## config.mk

```make
export PLATFORM = sky130hd
export DESIGN_NAME = point_transform_perspective_divide
export DESIGN_NICKNAME = d
export VERILOG_FILES = /design/src/ptpd_pkg.sv /design/src/ptpd_ram.sv /design/src/point_transform_perspective_divide.sv
export SDC_FILE = /design/constraint.sdc
export NUM_CORES = 2
export LEC_CHECK = 0
export ABC_AREA = 0
export BUFFER_PORTS_ARGS = -buffer_cell sky130_fd_sc_hd__buf_2
export CAP_MARGIN = 20
export CORE_MARGIN = 3
export CORE_UTILIZATION = 52
export DETAILED_ROUTE_END_ITERATION = 8
export PLACE_DENSITY = 0.76
export SLEW_MARGIN = 40
export SYNTH_ARGS = -nofsm -noshare
export SYNTH_HDL_FRONTEND = slang
export SYNTH_SLANG_ARGS = --single-unit
```

## constraint.sdc

```tcl
create_clock -name clk -period 15.12 [get_ports clk]
set_input_delay 1.512 -clock clk [delete_from_list [all_inputs] [get_ports clk]]
set_output_delay 1.512 -clock clk [all_outputs]
set_load 0.05 [all_outputs]
```

## src/ptpd_pkg.sv

```systemverilog
// shared types and constants for the perspective-divide point transform
// no dependencies
`default_nettype none
package ptpd_pkg;
	localparam int unsigned ELEMS      = 16;
	localparam int unsigned IDX_W      = 4;
	localparam int unsigned DATA_W     = 32;
	localparam logic        REQ_LOAD   = 1'b0;
	localparam logic        REQ_XFORM  = 1'b1;
endpackage
`default_nettype wire

```

## src/ptpd_ram.sv

```systemverilog
// generic single-port-write, single-read ram with registered read data
// no dependencies
`default_nettype none
module ptpd_ram #(
	parameter int WIDTH = 32,
	parameter int DEPTH = 16
) (
	input  wire logic                     clk,
	input  wire logic                     we,
	input  wire logic [$clog2(DEPTH)-1:0] waddr,
	input  wire logic [WIDTH-1:0]         wdata,
	input  wire logic [$clog2(DEPTH)-1:0] raddr,
	output logic      [WIDTH-1:0]         rdata
);
	logic [WIDTH-1:0] mem [DEPTH];
	always_ff @(posedge clk) begin
		if (we) mem[waddr] <= wdata;
		rdata <= mem[raddr];
	end
endmodule
`default_nettype wire

```

## src/point_transform_perspective_divide.sv

```systemverilog
// top level of the 4x4 homogeneous point transform with perspective divide
// depends on ptpd_pkg and ptpd_ram
`default_nettype none
// usage
//   s_axis carries one request per beat: tuser is the request kind
//   (0 load element, 1 transform point). a load beat writes one matrix
//   element and gives no result; a transform beat gives one result beat
//   on m_axis with the divided coordinates and the two flags.
//   the matrix sits in a 16 x 32 ram; reset clears per-entry valid bits,
//   and an entry not yet written reads as the identity value.
// operation and rate
//   loads can follow back to back. a transform reads the 16 elements
//   one a cycle through the ram read port, w row first, through one
//   shared 32x32 multiplier and accumulator, then three restoring
//   divides of 64 quotient bits, one row at a time. no new beat is taken
//   until the result is in the output register. with zero w the divides
//   are skipped.
// stalls
//   the result waits in an output register; the next request is taken
//   while it waits, and the block stalls only when a new result is ready
//   and the previous one has not been taken.
module point_transform_perspective_divide
	import ptpd_pkg::*;
#(
	parameter int FRAC_BITS = 16
) (
	input  wire logic         clk,
	input  wire logic         arst_n,
	input  wire logic         s_axis_tvalid,
	output logic              s_axis_tready,
	input  wire logic [135:0] s_axis_tdata,  // elem_index, elem_value, point_x, point_y, point_z
	input  wire logic         s_axis_tuser,  // req_type
	output logic              m_axis_tvalid,
	input  wire logic         m_axis_tready,
	output logic [103:0]      m_axis_tdata,  // out_x, out_y, out_z, divide_by_zero, overflow
	output logic              m_axis_tuser   // unused, zero
);
	localparam int CW = 7;
	localparam logic [CW-1:0] DIV_STEPS = CW'(64);  // quotient bits per row
	localparam logic [CW-1:0] DIV_LAST  = CW'(65);  // row result taken here
	localparam logic signed [31:0] ONE_Q = 32'(64'sd1 <<< FRAC_BITS);
	// read order: w row first (12..15) then rows 0..2, ending at 11
	localparam logic [IDX_W-1:0] FIRST_IDX = IDX_W'(12);
	localparam logic [IDX_W-1:0] LAST_IDX  = IDX_W'(11);

	localparam logic [1:0] ST_IDLE = 2'd0, ST_MAC = 2'd1, ST_DIV = 2'd2,
		ST_OUT = 2'd3;

	logic [1:0]         st_q;
	logic [ELEMS-1:0]   valid_q;
	logic signed [31:0] px_q, py_q, pz_q;
	logic [IDX_W:0]     rd_q;      // element reads issued, 0..16
	logic               rd_v_s1;
	logic [IDX_W-1:0]   rd_idx_s1;
	logic signed [63:0] prod_s2;
	logic               prod_v_s2;
	logic [IDX_W-1:0]   prod_idx_s2;
	logic signed [63:0] acc_q;
	logic signed [63:0] nr_q [4];  // row sums, entry 3 is w
	logic [1:0]         row_q;
	logic [CW-1:0]      cnt_q;
	logic [63:0]        aw_q, rem_q, dvd_q;
	logic               neg_q, sat_q, dz_q;
	logic [95:0]        res_q;     // z, y, x shifted in from the top
	logic               out_v_q, out_dz_q, out_ov_q;
	logic [95:0]        out_d_q;

	logic             ram_we;
	logic [31:0]      ram_rd;
	logic [IDX_W-1:0] ram_raddr;
	logic             load_acc, xform_acc, mac_issue, out_free;

	assign s_axis_tready = (st_q == ST_IDLE);
	assign load_acc  = s_axis_tvalid && s_axis_tready && s_axis_tuser == REQ_LOAD;
	assign xform_acc = s_axis_tvalid && s_axis_tready && s_axis_tuser == REQ_XFORM;
	assign mac_issue = (st_q == ST_MAC) && !rd_q[IDX_W];
	assign out_free  = !out_v_q || m_axis_tready;
	assign ram_we    = load_acc;
	assign ram_raddr = rd_q[IDX_W-1:0] + FIRST_IDX;

	ptpd_ram #(.WIDTH(DATA_W), .DEPTH(ELEMS)) u_ram (
		.clk(clk), .we(ram_we), .waddr(s_axis_tdata[3:0]),
		.wdata(s_axis_tdata[35:4]), .raddr(ram_raddr), .rdata(ram_rd)
	);

	// element value with identity fallback for entries not yet written
	logic signed [31:0] elem;
	always_comb begin
		if (valid_q[rd_idx_s1]) elem = ram_rd;
		else if (rd_idx_s1[1:0] == rd_idx_s1[3:2]) elem = ONE_Q;
		else elem = '0;
	end

	logic signed [31:0] coord;
	always_comb begin
		case (rd_idx_s1[1:0])
			2'd0:    coord = px_q;
			2'd1:    coord = py_q;
			2'd2:    coord = pz_q;
			default: coord = '0;
		endcase
	end

	// product floored to the fraction width; the last column adds as it is
	logic signed [63:0] mul_full, term, acc_sum;
	always_comb begin
		mul_full = elem * coord;
		term = (rd_idx_s1[1:0] == 2'd3) ? 64'(elem) : (mul_full >>> FRAC_BITS);
		acc_sum = ((prod_idx_s2[1:0] == 2'd0) ? 64'sd0 : acc_q) + prod_s2;
	end

	// restoring divide of |n| << FRAC_BITS by |w|, quotient shifts into dvd_q
	logic signed [63:0] nsel, w_sum;
	logic [63:0] an, aw;
	logic [64:0] rem_sh, rem_sub;
	logic        rem_ge, q_sat;
	logic [31:0] q_res;
	always_comb begin
		nsel = nr_q[row_q];
		w_sum = nr_q[3];
		an = nsel[63] ? 64'(-nsel) : 64'(nsel);
		aw = w_sum[63] ? 64'(-w_sum) : 64'(w_sum);
		rem_sh = {rem_q, dvd_q[63]};
		rem_sub = rem_sh - {1'b0, aw_q};
		rem_ge = (rem_sh >= {1'b0, aw_q});
		q_sat = neg_q ? (dvd_q > 64'h0000_0000_8000_0000) :
			(dvd_q > 64'h0000_0000_7fff_ffff);
		q_res = q_sat ? (neg_q ? 32'h8000_0000 : 32'h7fff_ffff) :
			(neg_q ? (~dvd_q[31:0]) + 32'd1 : dvd_q[31:0]);
	end

	always_ff @(posedge clk or negedge arst_n) begin
		if (!arst_n) begin
			st_q <= ST_IDLE;
			valid_q <= '0;
			rd_q <= '0;
			rd_v_s1 <= 1'b0;
			prod_v_s2 <= 1'b0;
			row_q <= '0;
			cnt_q <= '0;
			out_v_q <= 1'b0;
		end else begin
			rd_v_s1 <= mac_issue;
			prod_v_s2 <= rd_v_s1;
			if (load_acc) valid_q[s_axis_tdata[3:0]] <= 1'b1;
			if (st_q == ST_OUT && out_free) out_v_q <= 1'b1;
			else if (m_axis_tready) out_v_q <= 1'b0;
			case (st_q)
				ST_IDLE: begin
					if (xform_acc) begin
						rd_q <= '0;
						st_q <= ST_MAC;
					end
				end
				ST_MAC: begin
					if (mac_issue) rd_q <= rd_q + (IDX_W+1)'(1);
					if (prod_v_s2 && prod_idx_s2 == LAST_IDX) begin
						row_q <= '0;
						cnt_q <= '0;
						st_q <= ST_DIV;
					end
				end
				ST_DIV: begin
					if (w_sum == 64'sd0) begin
						st_q <= ST_OUT;
					end else if (cnt_q == DIV_LAST) begin
						cnt_q <= '0;
						if (row_q == 2'd2) st_q <= ST_OUT;
						else row_q <= row_q + 2'd1;
					end else begin
						cnt_q <= cnt_q + CW'(1);
					end
				end
				ST_OUT: begin
					if (out_free) st_q <= ST_IDLE;
				end
				default: st_q <= ST_IDLE;
			endcase
		end
	end

	// datapath registers without reset: point, multiplier stages, accumulator, divider, output
	always_ff @(posedge clk) begin
		if (xform_acc) begin
			px_q <= s_axis_tdata[67:36];
			py_q <= s_axis_tdata[99:68];
			pz_q <= s_axis_tdata[131:100];
		end
		if (mac_issue) rd_idx_s1 <= ram_raddr;
		if (rd_v_s1) begin
			prod_s2 <= term;
			prod_idx_s2 <= rd_idx_s1;
		end
		if (prod_v_s2) begin
			acc_q <= acc_sum;
			if (prod_idx_s2[1:0] == 2'd3) nr_q[prod_idx_s2[3:2]] <= acc_sum;
		end
		if (st_q == ST_MAC) sat_q <= 1'b0;
		if (st_q == ST_DIV) begin
			dz_q <= (w_sum == 64'sd0);
			if (cnt_q == '0) begin
				aw_q <= aw;
				neg_q <= nsel[63] ^ w_sum[63];
				rem_q <= '0;
				dvd_q <= an << FRAC_BITS;
			end else if (cnt_q <= DIV_STEPS) begin
				rem_q <= rem_ge ? rem_sub[63:0] : rem_sh[63:0];
				dvd_q <= {dvd_q[62:0], rem_ge};
			end else begin
				res_q <= {q_res, res_q[95:32]};
				sat_q <= sat_q | q_sat;
			end
		end
		if (st_q == ST_OUT && out_free) begin
			out_d_q <= dz_q ? '0 : res_q;
			out_dz_q <= dz_q;
			out_ov_q <= sat_q;
		end
	end

	assign m_axis_tvalid = out_v_q;
	assign m_axis_tdata  = {6'd0, out_ov_q, out_dz_q, out_d_q};
	assign m_axis_tuser  = 1'b0;

	logic unused;
	assign unused = ^{s_axis_tdata[135:132]};
endmodule
`default_nettype wire
```

==> results.yml <==
run_status:
  outcome: "finished, final reports clean"
yosys:
  synth_top_flop_cell: "edfxtp_1"
  yosys-top-cells-area: "edfxtp_1 (41%), fa_1 (22%), inv_1 (4.7%)"
  synth.cell_area_sq_um: 97300
  seq_area_frac_synth_pct: 42.5
  synth_area_leader_cell: "edfxtp_1"
  netlist_instances: 8332
  synthArstFlopShare_pct: 2.51
  yosysUniqueCellTypes: 80
  synth_area_per_cell_sq_um: 11.7
  synth-seq-cells: 1395
  yosysWarnings: 0
  yosysTopAreaCellShare_pct: 41.0
  synth_edf_count: 1327
timing:
  min_period_over_period_pct: 80.2
  tightestPinTransition_ns: 0.882
  finalSetupViolCount: 0
  slew_violations: 0
  rsz0062_at_grt: "false"
  relSlewSlack_pct: 41.2
  fin_worst_skew_ns: 0.0436
  period_needed_ns: 12.12
  hold_slack_ns: 0.438
  hold_violations: 0
  setup_tns_ns: 0
  max_freq_ghz: 0.0825
clock_network:
  cts_made_buffers: 141
  tritoncts: "built"
  hold_buffers: 0
  cts_max_level: 4
  clock_path_buffers: 3
  insertion_delay_ns: 0.81
  postCtsSetupBuffers: 0
  cts_resized: 0
  clock_sinks: 1395
  cts_root_buf: "clkbuf_16"
  clk_pin_slew_ns: 0.06
setup_path:
  reg2regPathDepth: 32
  cp-endpoint: "prod_s2[43]"
  cp_slowest_cell: "edfxtp_1"
  r2r_setup_slack_ns: 3.00
  r2r_end: "prod_s2[43]"
  required_ns: 15.65
  path_common_cell: "fa_1"
  slowest_delay_ns: 0.67
  crit_type: "flip-flop to flip-flop"
  arrival_ns: 12.65
  r2r_start: "rd_idx_s1[1]"
  crit_path_end_kind: "flip-flop"
  path_max_fanout: 40
  startpoint: "rd_idx_s1[1]"
  startpoint_type: "flip-flop"
place:
  hpwlAfterDp_um: 177000
  dp_cells: 10787
  portBuffers: 236
  place.gp.congestion: 0.955
grt:
  grt_pass1_vias: 67760
  grt_max_degree: 116
  grt-ovfl-total: 0
  grt_first_pass_wirelength_um: 388000
  antenna_found_initial: 19
  grt_usage_pct: 26.2
drt:
  wl_per_cell_um: 22.5
  routed_wl_um: 249000
  drc_errors: 0
  drt_first_iter_violations: 5998
  vias: 64187
  ant_nets: 0
  drt-pass1-iter-count: 6
  avgViaCountPerCell: 5.80
floorplan:
  rows: 158
  die_w_um: 439
  die_h_um: 439
  start_util_pct: 52.4
  io_pins: 248
  dieArea_sq_um: 192000
  core_area_sq_um: 186000
cells_and_area:
  fin_nets: 10000
  layout-drive-gt1-share_pct: 9.86
  layout_common_cells: "edfxtp_1 (1327), inv_1 (1210), fa_1 (1083)"
  final_cells: 11062
  area_growth_pct: 9.38
  final_common_cell: "edfxtp_1"
hold_path:
  hold_class: "flip-flop to flip-flop"
job:
  drv_cap: 0
==> logic make-up (layout without fill, tap and decap cells) <==
kind of cell | count (synthesis) | after routing | share of synthesized area (%)
flip-flops | 1395 | 1395 | 42.5
buffers and inverters | 1631 | 1862 | 6.34
multiplexers | 331 | 331 | 4.85
adder cells (fa/ha/maj) | 1403 | 1403 | 26.4
AND/OR/NAND/NOR | 2178 | 2178 | 10.1
AO/OA/AOI/OAI | 1099 | 1099 | 7.17
other | 1 | 20 | 0.00385
XOR/XNOR | 294 | 294 | 2.65
==> worst min-delay path by stage <==
stage,start,to,slack [ns],cells past startpoint
6_report,res_q[48],res_q[16],0.44,0
5_1_grt,res_q[48],res_q[16],0.45,0
4_1_cts,res_q[48],res_q[16],0.44,0
3_5_place_dp,res_q[79],res_q[47],0.43,0
3_3_place_gp,res_q[66],res_q[34],0.42,0
2_1_floorplan,sat_q,out_ov_q,0.41,0
==> Yosys cell counts, types with 13 or more instances <==
master    instances
edfxtp_1       1327
inv_1          1213
fa_1           1083
nor2_1          780
nand2_1         775
clkbuf_1        372
ha_1            320
a21oi_1         308
o21ai_0         241
xnor2_1         226
mux2i_1         215
nor2b_1         194
a21o_1          160
mux4_2          112
a221oi_1         73
xor2_1           68
and2_1           53
nor3_1           53
nand4_1          50
nand3_1          44
nand2b_1         38
o22ai_1          37
a22oi_1          36
dfrtp_1          35
o31ai_1          35
nor3b_1          34
o21bai_1         34
and3_1           33
dfxtp_1          33
or2_2            32
a31oi_1          31
a211oi_1         27
buf_1            27
o21a_1           25
or3_1            25
nor4_1           17
o41ai_1          13
==> metrics by stage <==
stage / util [%] / worst slack (ns) / area, sq um
after floorplan: - / 4.11 / 97300
after global placement: 54.6 / 2.72 / 101000
after detailed placement: 54.7 / 3.21 / 102000
after CTS: 57.2 / 3.20 / 106000
after global routing: 57.3 / 2.62 / 106000
final: 57.3 / 3.00 / 106000
==> layer usage <==
layer,routed length [um],vias to the layer above,global-route usage [%]
met4,13800,12,13.5
met3,25000,755,6.39
met5,82,-,0
li1,-,28050,-
met1,93300,32187,33.2
met2,117000,3183,42.2
==> layout make-up <==
class | instances | area (sq um)
fill | 14567 | 79200
multi-input combinational | 5312 | 50200
sequential | 1395 | 41400
inverter | 1214 | 4560
clock buffer | 176 | 3730
tap | 2480 | 3100
timing repair buffer | 392 | 2500
clock inverter | 80 | 946
antenna | 13 | 32.5
==> critical path, delay by kind of cell, from the launching register on <==
family,cells,cell delay (ns)
DFF,1,0.67
muxes,1,0.11
buffers and inverters,6,1.31
AOI/OAI and AO/OA,11,3.75
xor gates and xnor gates,1,0.33
and+or+nand+nor,4,1.00
adders and majority gates,9,4.65
==> flip-flops by register name, summed over array words and instances (netlist names), 2 cells and up <==
| register | cells |
|---|---|
| u_ram.mem | 512 |
| nr_q | 211 |
| out_d_q | 96 |
| res_q | 96 |
| acc_q | 64 |
| aw_q | 64 |
| dvd_q | 64 |
| rem_q | 64 |
| prod_s2 | 48 |
| px_q | 32 |
| py_q | 32 |
| pz_q | 32 |
| u_ram.rdata | 32 |
| valid_q | 16 |
| cnt_q | 7 |
| rd_q | 5 |
| prod_idx_s2 | 4 |
| rd_idx_s1 | 4 |
| row_q | 2 |
| st_q | 2 |
Power is left out: the tool's default activity adds up to more than one toggle a clock period on the data nets, which glitch-free logic cannot reach.
